File: src/rtl/core/isc_pkg.sv
// Shared constants and control structures for the insertion sorter.
// Used by isc_cell, isc_tally and the insertion_sort_shift_count top level.
`default_nettype none

package isc_pkg;

  // Default batch capacity and value width.
  localparam int unsigned DEF_CAPACITY   = 16;
  localparam int unsigned DEF_VALUE_BITS = 32;

  // The shift count is a fixed 7-bit field that saturates at its top value.
  localparam int unsigned SHIFT_BITS = 7;
  localparam logic [SHIFT_BITS-1:0] SHIFT_MAX = '1;

  // Per-cell control, computed once in the top level for each cell.
  typedef struct packed {
    logic insert;   // a new key enters the chain this cycle
    logic pop;      // the chain moves one place toward cell 0
    logic in_use;   // this cell holds a stored value
    logic at_slot;  // this cell is the first free cell
  } cell_ctrl_t;

  // Control for the shift tally.
  typedef struct packed {
    logic capture;  // take the compare vector of this cycle's insertion
    logic clear;    // start a new batch count
  } tally_ctrl_t;

endpackage

`default_nettype wire

File: src/rtl/core/isc_cell.sv
// One cell of the insertion chain: holds a stored value, compares it with the key.
// Depends on isc_pkg for the cell control structure.
`default_nettype none

module isc_cell #(
  parameter int unsigned VALUE_BITS = isc_pkg::DEF_VALUE_BITS
) (
  input  wire logic                   clk,
  input  wire isc_pkg::cell_ctrl_t    ctrl,
  input  wire logic [VALUE_BITS-1:0]  key,
  input  wire logic                   prev_gt,
  input  wire logic [VALUE_BITS-1:0]  prev_val,
  input  wire logic [VALUE_BITS-1:0]  next_val,
  output logic      [VALUE_BITS-1:0]  val,
  output logic                        gt
);
  import isc_pkg::*;

  logic [VALUE_BITS-1:0] val_r;
  logic [VALUE_BITS-1:0] val_nxt;

  // Strictly greater only, so equal values keep their order.
  assign gt  = ctrl.in_use && ($signed(key) < $signed(val_r));
  assign val = val_r;

  always_comb begin
    val_nxt = val_r;
    if (ctrl.insert) begin
      if (prev_gt) begin
        val_nxt = prev_val;
      end else if (gt || ctrl.at_slot) begin
        val_nxt = key;
      end
    end else if (ctrl.pop) begin
      val_nxt = next_val;
    end
  end

  always_ff @(posedge clk) begin
    val_r <= val_nxt;
  end

endmodule

`default_nettype wire

File: src/rtl/core/isc_tally.sv
// Shift tally: counts the cells moved by each insertion, saturating at the field maximum.
// Depends on isc_pkg for the tally control structure and the count width.
`default_nettype none

module isc_tally #(
  parameter int unsigned CAPACITY = isc_pkg::DEF_CAPACITY
) (
  input  wire logic                              clk,
  input  wire logic                              rst_n,
  input  wire isc_pkg::tally_ctrl_t              ctrl,
  input  wire logic [CAPACITY-1:0]               gt_vec,
  output logic      [isc_pkg::SHIFT_BITS-1:0]    shift_total
);
  import isc_pkg::*;

  localparam int unsigned PC_W  = $clog2(CAPACITY + 1);
  localparam int unsigned SUM_W = SHIFT_BITS + 1;

  logic [CAPACITY-1:0]   gt_vec_r;
  logic [CAPACITY-1:0]   gt_vec_nxt;
  logic [SHIFT_BITS-1:0] count_r;
  logic [SHIFT_BITS-1:0] count_nxt;
  logic [PC_W-1:0]       moved;
  logic [SUM_W-1:0]      sum;

  // The compare vector is registered first and counted in the following cycle.
  always_comb begin
    moved = '0;
    for (int i = 0; i < CAPACITY; i++) begin
      moved = moved + PC_W'(gt_vec_r[i]);
    end
  end

  assign sum        = SUM_W'(count_r) + SUM_W'(moved);
  assign gt_vec_nxt = ctrl.capture ? gt_vec : '0;

  always_comb begin
    if (ctrl.clear) begin
      count_nxt = '0;
    end else if (sum > SUM_W'(SHIFT_MAX)) begin
      count_nxt = SHIFT_MAX;
    end else begin
      count_nxt = sum[SHIFT_BITS-1:0];
    end
  end

  always_ff @(posedge clk) begin
    if (!rst_n) begin
      gt_vec_r <= '0;
      count_r  <= '0;
    end else begin
      gt_vec_r <= gt_vec_nxt;
      count_r  <= count_nxt;
    end
  end

  assign shift_total = count_r;

endmodule

`default_nettype wire

File: src/rtl/core/insertion_sort_shift_count.sv
// Insertion sorter with inversion count: top level, a chain of isc_cell and one isc_tally.
// Depends on isc_pkg, isc_cell and isc_tally.
`default_nettype none

// A batch of signed values streams in, one per transfer, and each value drops into its
// place in a row of CAPACITY cells in the cycle it arrives, so the input side takes one
// transfer per clock while the batch fills. Every stored value that moves up to make room
// counts as one shift; the total is the batch's inversion count and saturates at 127.
// Equal values are not moved, so the order is stable. The transfer with in_tlast high
// closes the batch. A settle state follows, in which the last insertion's moves are
// added to the count, and then the cells shift toward cell 0 and present the batch in
// ascending order, one result per out_tready cycle, with out_tlast on the largest value.
// in_tready stays low from the closing transfer until the last result has
// been taken. Values that arrive while all CAPACITY cells are occupied are dropped and
// set the overflow flag on every result of that batch; a dropped closing value still
// closes the batch. Count and flag restart with the next batch.
module insertion_sort_shift_count #(
  parameter  int unsigned CAPACITY   = isc_pkg::DEF_CAPACITY,
  parameter  int unsigned VALUE_BITS = isc_pkg::DEF_VALUE_BITS,
  localparam int unsigned TDATA_W    = ((VALUE_BITS + 7) / 8) * 8,
  localparam int unsigned OUT_W      = ((VALUE_BITS + isc_pkg::SHIFT_BITS + 7) / 8) * 8
) (
  input  wire logic               clk,
  input  wire logic               rst_n,
  // Input stream.
  input  wire logic               in_tvalid,
  output logic                    in_tready,
  input  wire logic [TDATA_W-1:0] in_tdata,   // [VALUE_BITS-1:0] sample_value, rest unused
  input  wire logic               in_tlast,   // batch_end
  // Result stream.
  output logic                    out_tvalid,
  input  wire logic               out_tready,
  output logic      [OUT_W-1:0]   out_tdata,  // sorted_value, then shift_total, zero above
  output logic                    out_tuser,  // batch_overflow
  output logic                    out_tlast   // final_result
);
  import isc_pkg::*;

  localparam int unsigned FILL_W = $clog2(CAPACITY + 1);

  // Sequencer states, one-hot.
  typedef enum logic [2:0] {
    ST_FILL   = 3'b001,
    ST_SETTLE = 3'b010,
    ST_EMIT   = 3'b100
  } state_t;

  state_t              state_r;
  state_t              state_nxt;
  logic [FILL_W-1:0]   fill_r;
  logic [FILL_W-1:0]   fill_nxt;
  logic                ovf_r;
  logic                ovf_nxt;

  logic                in_xfer;
  logic                out_xfer;
  logic                full;
  logic                insert;
  logic                last_pop;
  logic [VALUE_BITS-1:0] key;

  logic [VALUE_BITS-1:0] cell_val [CAPACITY];
  logic [CAPACITY-1:0]   cell_gt;
  cell_ctrl_t            cell_ctrl [CAPACITY];
  tally_ctrl_t           tally_ctrl;
  logic [SHIFT_BITS-1:0] shift_total;

  assign in_tready  = (state_r == ST_FILL);
  assign out_tvalid = (state_r == ST_EMIT);
  assign in_xfer    = in_tvalid && in_tready;
  assign out_xfer   = out_tvalid && out_tready;
  assign full       = (fill_r == FILL_W'(CAPACITY));
  assign insert     = in_xfer && !full;
  assign last_pop   = out_xfer && (fill_r == FILL_W'(1));
  assign key        = in_tdata[VALUE_BITS-1:0];

  // The cells below fill_r hold the batch in ascending order. During emission the
  // whole row moves down one place per output transfer, so cell 0 always holds the
  // next result.
  generate
    for (genvar i = 0; i < CAPACITY; i++) begin : g_cell
      logic                  prev_gt;
      logic [VALUE_BITS-1:0] prev_val;
      logic [VALUE_BITS-1:0] next_val;

      if (i == 0) begin : g_head
        assign prev_gt  = 1'b0;
        assign prev_val = '0;
      end else begin : g_body
        assign prev_gt  = cell_gt[i-1];
        assign prev_val = cell_val[i-1];
      end

      if (i == CAPACITY - 1) begin : g_tail
        assign next_val = '0;
      end else begin : g_link
        assign next_val = cell_val[i+1];
      end

      assign cell_ctrl[i].insert  = insert;
      assign cell_ctrl[i].pop     = out_xfer;
      assign cell_ctrl[i].in_use  = (FILL_W'(i) < fill_r);
      assign cell_ctrl[i].at_slot = (FILL_W'(i) == fill_r);

      isc_cell #(
        .VALUE_BITS (VALUE_BITS)
      ) u_cell (
        .clk      (clk),
        .ctrl     (cell_ctrl[i]),
        .key      (key),
        .prev_gt  (prev_gt),
        .prev_val (prev_val),
        .next_val (next_val),
        .val      (cell_val[i]),
        .gt       (cell_gt[i])
      );
    end
  endgenerate

  // Every cell whose value is greater than the key moves up by one place, so the
  // number of set compare bits is the number of shifts of this insertion.
  assign tally_ctrl.capture = insert;
  assign tally_ctrl.clear   = last_pop;

  isc_tally #(
    .CAPACITY (CAPACITY)
  ) u_tally (
    .clk         (clk),
    .rst_n       (rst_n),
    .ctrl        (tally_ctrl),
    .gt_vec      (cell_gt),
    .shift_total (shift_total)
  );

  // Sequencer, fill count and overflow flag.
  always_comb begin
    state_nxt = state_r;
    fill_nxt  = fill_r;
    ovf_nxt   = ovf_r;
    unique case (state_r)
      ST_FILL: begin
        if (insert) begin
          fill_nxt = fill_r + FILL_W'(1);
        end
        if (in_xfer && full) begin
          ovf_nxt = 1'b1;
        end
        if (in_xfer && in_tlast) begin
          state_nxt = ST_SETTLE;
        end
      end
      ST_SETTLE: begin
        state_nxt = ST_EMIT;
      end
      ST_EMIT: begin
        if (out_xfer) begin
          fill_nxt = fill_r - FILL_W'(1);
        end
        if (last_pop) begin
          ovf_nxt   = 1'b0;
          state_nxt = ST_FILL;
        end
      end
      default: begin
        state_nxt = ST_FILL;
      end
    endcase
  end

  always_ff @(posedge clk) begin
    if (!rst_n) begin
      state_r <= ST_FILL;
      fill_r  <= '0;
      ovf_r   <= 1'b0;
    end else begin
      state_r <= state_nxt;
      fill_r  <= fill_nxt;
      ovf_r   <= ovf_nxt;
    end
  end

  // Results come straight from cell 0 and the batch registers.
  assign out_tdata = OUT_W'({shift_total, cell_val[0]});
  assign out_tuser = ovf_r;
  assign out_tlast = (fill_r == FILL_W'(1));

`ifndef NO_ASSERTIONS
  // The two sides never run at once.
  a_no_overlap: assert property (@(posedge clk) disable iff (!rst_n)
    !(in_tready && out_tvalid))
    else $error("input and output active in the same cycle");

  // Emission always has a stored value to present.
  a_emit_nonempty: assert property (@(posedge clk) disable iff (!rst_n)
    out_tvalid |-> (fill_r != '0))
    else $error("emission with an empty chain");

  // The fill count never passes the number of cells.
  a_fill_bound: assert property (@(posedge clk) disable iff (!rst_n)
    fill_r <= FILL_W'(CAPACITY))
    else $error("fill count beyond capacity");

  // After the final result the block is ready for a new, empty batch.
  a_batch_restart: assert property (@(posedge clk) disable iff (!rst_n)
    (out_xfer && out_tlast) |=> (in_tready && (fill_r == '0) && !ovf_r))
    else $error("batch state not cleared after final result");
`endif

endmodule

`default_nettype wire
File: config.mk
export PLATFORM = sky130hd
export DESIGN_NAME = insertion_sort_shift_count
export DESIGN_NICKNAME = d
export VERILOG_FILES = /design/src/rtl/core/isc_pkg.sv /design/src/rtl/core/isc_cell.sv /design/src/rtl/core/isc_tally.sv /design/src/rtl/core/insertion_sort_shift_count.sv
export SDC_FILE = /design/constraint.sdc
export NUM_CORES = 2
export LEC_CHECK = 0
export BUFFER_PORTS_ARGS = -buffer_cell sky130_fd_sc_hd__buf_4
export CAP_MARGIN = 40
export CORE_MARGIN = 8
export CORE_UTILIZATION = 60
export DETAILED_ROUTE_END_ITERATION = 10
export HOLD_SLACK_MARGIN = 0.05
export PLACE_DENSITY_LB_ADDON = 0.25
export SLEW_MARGIN = 0
export SYNTH_ARGS = -nofsm -noshare
export SYNTH_HDL_FRONTEND = slang
export SYNTH_SLANG_ARGS = --single-unit
File: constraint.sdc
create_clock -name clk -period 6.2 [get_ports clk]
set_input_delay 0.62 -clock clk [delete_from_list [all_inputs] [get_ports clk]]
set_output_delay 0.62 -clock clk [all_outputs]
set_load 0.01 [all_outputs]
### Yosys cells after proc, flatten, opt, wreduce, memory -nomap -nowiden

Cells that the tools add are included.

| word-level totals | value |
|---|---|
| output and inout bits | 44 |
| word-level logic and storage cells | 250 |
| bits in registers | 544 |
| input bits | 37 |

| operators by class | value |
|---|---|
| equality and inequality tests | 41 |
| reductions and logical operators | 63 |
| mux-type cells | 73 |
| bitwise operators | 1 |
| order comparisons | 33 |
| $add $sub $neg | 18 |

Operator list:

| kind | count |
|---|---|
| $mux 32 | 63 |
| $lt 32x32->1 | 16 |
| $add 5x1->5 | 14 |
| $ne 3x1->1 const B | 15 |
| $eq 4x5->1 const A | 8 |
| $lt 4x5->1 const A | 8 |
| $reduce_and 2->1 | 18 |
| $logic_and 1x1->1 | 22 |
| $eq 3x5->1 const A | 4 |
| $lt 3x5->1 const A | 4 |
| $logic_or 1x1->1 | 16 |
| $ne 2x1->1 const B | 6 |
| $eq 2x5->1 const A | 2 |
| $lt 1x5->1 const A | 2 |
| $lt 2x5->1 const A | 2 |
| $mux 5 | 2 |
| $pmux 5 s2 | 1 |
| $pmux 3 s3 | 1 |
| $add 7x5->8 | 1 |
| $gt 8x7->1 const B | 1 |
| $mux 7 | 1 |
| $mux 3 | 2 |
| $reduce_and 3->1 | 2 |
| $add 5x1->5 const B | 1 |
| 15 further kinds | 17 |

### Longest topological paths before layout

| logic depth | value |
|---|---|
| word-level depth | 18 |
| gate-level depth with buffers | 19 |
| gate-level depth less buffers | 19 |

### By module

Synthesis repeated with hierarchy kept, for this count alone.

| second synthesis, totals | value |
|---|---|
| cell total of the unflattened synthesis | 4368 |
| area total of the unflattened synthesis | 41150.7 um^2 |

By module, submodules not included:

| module | area an instance (um^2) | times used | cells each | sequential area each (um^2) |
|---|---|---|---|---|
| isc_cell | 2439.8 | 16 | 258 | 960.9 |
| isc_tally | 1204.9 | 1 | 114 | 460.4 |
| insertion_sort_shift_count | 908.4 | 1 | 126 | 180.2 |

### Worst setup path after synthesis

OpenSTA, ideal clock, no wires.

| timing | value |
|---|---|
| kind | input to register |
| from | input port in_tdata[31] |
| to | register g_cell[12].u_cell.val_r[0] (enable) |
| data arrival time | 4546 ps |
| library setup time | 441 ps |
| stages | 10 |
| data required time | 5759 ps |
| setup slack | 1213 ps |
| path buffers | 3 |
| cell sequence | ha_1 -> and4_1 -> a221oi_1 -> o31ai_1 -> or4b_1 -> buf_2 -> and3_1 -> buf_6 -> buf_6 -> a31oi_1 |

| on the way | value |
|---|---|
| word-level cells in the longest chain between the ends | 5 |
| elaborated cells on any way between the ends | 7 |
| those cells by class | order compare (2); eq/ne (1); reduce/logical (4) |

Ends and longest elaborated chain:

| item | RTL line | source |
|---|---|---|
| start, declared | insertion_sort_shift_count.sv:28 | `input wire logic [TDATA_W-1:0] in_tdata,` |
| $lt 32x32->1 | isc_cell.sv:23 | `assign gt = ctrl.in_use && ($signed(key) < $signed(val_r));` |
| $logic_and 1x1->1 | isc_cell.sv:23 |  |
| $logic_or 1x1->1 | isc_cell.sv:31 | `end else if (gt \|\| ctrl.at_slot) begin` |
| $ne 3x1->1 (no line) * | - |  |
| $reduce_and 2->1 (no line) * | - |  |
| end signal, assigned | isc_cell.sv:40 | `val_r <= val_nxt;` |
| end, declared | isc_cell.sv:19 | `logic [VALUE_BITS-1:0] val_r;` |

Every way passes the cells marked *; elsewhere a longest branch is shown, timed or not.
A chain may end at the register's enable or synchronous reset.

### Worst setup path in the final report

| timing | value |
|---|---|
| from | register u_tally.gt_vec_r[0] |
| to | register u_tally.count_r[1], in the netlist u_tally.shift_total[1] |

| on the way | value |
|---|---|
| word-level cells in the longest chain between the ends | 18 |

Ends and longest elaborated chain:

| item | RTL line | source |
|---|---|---|
| start, declared | isc_tally.sv:19 | `logic [CAPACITY-1:0] gt_vec_r;` |
| start signal, assigned | isc_tally.sv:52 | `gt_vec_r <= gt_vec_nxt;` |
| $add 1x1->2 * | isc_tally.sv:30 | `moved = moved + PC_W'(gt_vec_r[i]);` |
| $add 5x1->5 * (14 in series) | isc_tally.sv:30 |  |
| $add 7x5->8 * | isc_tally.sv:34 | `assign sum = SUM_W'(count_r) + SUM_W'(moved);` |
| $gt 8x7->1 | isc_tally.sv:40 | `end else if (sum > SUM_W'(SHIFT_MAX)) begin` |
| $mux 7 * | isc_tally.sv:40 |  |
| end signal, assigned | isc_tally.sv:53 | `count_r <= count_nxt;` |
| end, declared | isc_tally.sv:21 | `logic [SHIFT_BITS-1:0] count_r;` |

Marks and branches as above.

==> impl_metrics.json <==
{
  "switching_power_uw": 3430,
  "avgSynthCellArea_sq_um": 9.16,
  "clock_skew_ns": 0.0213,
  "final_common_cell": "inv_1",
  "grt_max_degree": 173,
  "port_buffers": 79,
  "fin_tns_setup_ns": 0,
  "via_per_inst": 6.71,
  "start_kind": "register",
  "layout_common_cells": "inv_1, edfxtp_1, ha_1",
  "dpl.cell_count": 5352,
  "clock_latency_ns": 0.61,
  "clockRootBuffer": "clkbuf_16",
  "cts_resized": 0,
  "power_density_nw_per_um2": 241,
  "synth_ff_type": "edfxtp_1",
  "track_usage_pct": 31.3,
  "antenna_found_initial": 1,
  "num_rows": 97,
  "post-cts-setup-buffer-count": 0,
  "worst_path_largest_cell_delay_ns": 0.54,
  "layout.nets": 5040,
  "synth-edff-count": 512,
  "syn_inst": 4566,
  "via_count": 36700,
  "routabilityCongestion": 0.935,
  "worstPathRequired_ns": 6.68,
  "ys_seq_area_share_pct": 38.3,
  "clockBufferDepth": 3,
  "p_int_uw": 7590,
  "cp_slowest_cell": "fa_1",
  "die_x_um": 280,
  "wirelength_mm": 127,
  "hold_buffers": 0,
  "setup_viol": 0,
  "grt_pass1_vias": 35000,
  "holdPathEnd": "state_r[1]",
  "hp-start": "in_tlast",
  "max_slew_margin_pct": 31.0,
  "clkTransAtPathRegs_ns": 0.06,
  "ys_ff_latch": 544,
  "r2r-start": "u_tally.gt_vec_r[0]",
  "clock_sinks": 544,
  "drive_gt1_share_pct": 7.97,
  "final_cells": 5473,
  "hpwl_mm": 93.6,
  "initial_core_util_pct": 60.2,
  "async_flop_share_pct": 0,
  "synth_nets": 5125,
  "outcome": "finished clean",
  "drt-pass1-iter-count": 6,
  "post_drt_wl_per_cell_um": 23.2,
  "postRouteAntennaNets": 0,
  "endpoint_kind": "register",
  "power_frac_comb_pct": 22.9,
  "dr.first_iter.drc_count": 4038,
  "p_seq_share_pct": 42.1,
  "crit_type": "register to register",
  "core_area_sq_um": 69500,
  "path_common_cell": "fa_1",
  "fin_crit_ns": 4.94,
  "reg2reg_to": "u_tally.shift_total[1]",
  "dieHeight_um": 280,
  "io_pins": 81,
  "worst_hold_slack_ns": 0.257,
  "slew_violations": 0,
  "hp-class": "input pin to register",
  "synth_cell_type_count": 81,
  "place_area_sq_um": 43700,
  "synth_area_sq_um": 41800,
  "p_leak_uw": 0.0184,
  "drc": 0,
  "grt_pass1_wl_mm": 197,
  "rsz0062_at_grt": "false",
  "fmax_mhz": 202,
  "worst_pin_slew_ns": 1.04,
  "crit_chain": "ha_1, inv_1, fa_1, fa_1, fa_1, fa_1, fa_1, fa_1, inv_1, ha_1, a21o_1, a21oi_1, o21ai_0, a21o_1, nand3_1, a21oi_1",
  "ir_worst_vdd_v": 0.000287,
  "cp.arrival_ns": 5.42,
  "clock_power_share_pct": 35.0,
  "swShare_pct": 31.1,
  "worstRegToRegCells": 16,
  "yosysWarnings": 0,
  "tritoncts": "done",
  "grt.overflow.total": 0,
  "rrSetupSlack_ns": 1.26,
  "min_path_cells": 2,
  "design_area_sq_um": 45800,
  "finalCritPeriodShare_pct": 79.7,
  "drv_cap": 0,
  "crit_path_max_fanout": 5,
  "nFillCells": 5571,
  "ctsHtreeMaxLevel": 3,
  "final_hold_viol_count": 0,
  "cts_made_buffers": 67,
  "die-area_sq_um": 78400,
  "syn2layout_area_growth_pct": 9.39
}
[worst max path at each step]
stage,end,depth (start not counted),start,slack [ns]
CTS,u_tally.shift_total[6],16,u_tally.gt_vec_r[0],1.25
detailed placement,u_tally.shift_total[1],16,u_tally.gt_vec_r[0],1.26
global placement,g_cell[6].u_cell.val[5],10,in_tdata[9],0.81
global route,u_tally.shift_total[6],16,u_tally.gt_vec_r[0],0.99
finish,u_tally.shift_total[1],16,u_tally.gt_vec_r[0],1.26
floorplan,g_cell[12].u_cell.val[0],10,in_tdata[31],1.21
[through the flow]
| stage | util, % | power (uW) | setup slack [ns] |
|---|---|---|---|
| CTS | 65.8 | 11000 | 1.25 |
| global placement | 62.2 | 7020 | 0.811 |
| finish | 65.8 | 11000 | 1.26 |
| global route | 65.8 | 11500 | 0.987 |
| floorplan | - | 6280 | 1.21 |
| detailed placement | 62.8 | 7160 | 1.26 |
[sequential cells by signal, indices dropped and copies added, names as in the netlist]
name / count
u_tally.gt_vec_r: 16
out_tuser: 1
state_r: 3
u_tally.shift_total: 7
g_cell.u_cell.val: 512
fill_r: 5
[power by group through the flow]
stage / combinational [uW] / clock [uW] / sequential (uW)
detailed placement: 2460 / 0 / 4710
floorplan: 1630 / 0 / 4650
global route: 2780 / 4020 / 4670
global placement: 2320 / 0 / 4700
finish: 2520 / 3860 / 4640
CTS: 2480 / 3880 / 4630
[area by class of cell]
class | count | area (sq um) | share of cell area [%]
multi-input combinational | 3119 | 22700 | 49.6
sequential | 544 | 16000 | 35.0
inverter | 585 | 2200 | 4.80
clock buffer | 93 | 1900 | 4.15
timing repair buffer | 164 | 1570 | 3.43
tap | 940 | 1180 | 2.57
clock inverter | 26 | 196 | 0.429
antenna | 2 | 5.00 | 0.0109
[routing by layer]
| metal | wire (um) | part of all wire (%) | vias up | global-route usage, % |
|---|---|---|---|---|
| met5 | 12 | 0.0094 | - | 0 |
| met4 | 5790 | 4.6 | 2 | 14.4 |
| met3 | 12000 | 9.4 | 315 | 4.39 |
| met2 | 57300 | 45 | 2021 | 49.8 |
| met1 | 52200 | 41 | 17500 | 42.3 |
| li1 | - | - | 16900 | - |
[synth_stat cells (34+ instances only)]
master | number | area [sq um]
nand3_1 | 140 | 701
o221ai_1 | 102 | 893
nor2_1 | 248 | 931
a41oi_1 | 38 | 333
nor3_1 | 87 | 435
inv_1 | 583 | 2190
a21boi_0 | 37 | 278
o21ai_0 | 308 | 1540
nand4_1 | 97 | 607
edfxtp_1 | 512 | 15400
nand2_1 | 392 | 1470
a22oi_1 | 34 | 255
a221oi_2 | 58 | 871
clkbuf_1 | 274 | 1030
a211oi_1 | 88 | 661
mux2i_1 | 74 | 741
ha_1 | 511 | 6390
o32ai_1 | 60 | 526
or3_1 | 42 | 263
a31oi_1 | 79 | 494
a21oi_1 | 323 | 1620
[worst max-delay path, delay by kind of cell, from the launching register on]
family	cells	cell delay, ns
adders and majority gates	8	3.40
AOI/OAI and AO/OA	5	0.78
and+or+nand+nor	1	0.20
DFF	1	0.30
buffers and inverters	2	0.13
[logic make-up (layout without fill, tap and decap cells)]
logic type / after synthesis / after routing / synth area share, %
adder cells (fa/ha/maj): 522 / 522 / 15.8
flip-flops: 544 / 544 / 38.3
AO/OA/AOI/OAI: 1386 / 1386 / 22.8
XOR/XNOR: 8 / 8 / 0.167
other: 1 / 3 / 0.00896
buffers and inverters: 903 / 868 / 8.32
AND/OR/NAND/NOR: 1127 / 1127 / 12.8
multiplexers: 75 / 75 / 1.80
Power figures use the tool's default switching activity.
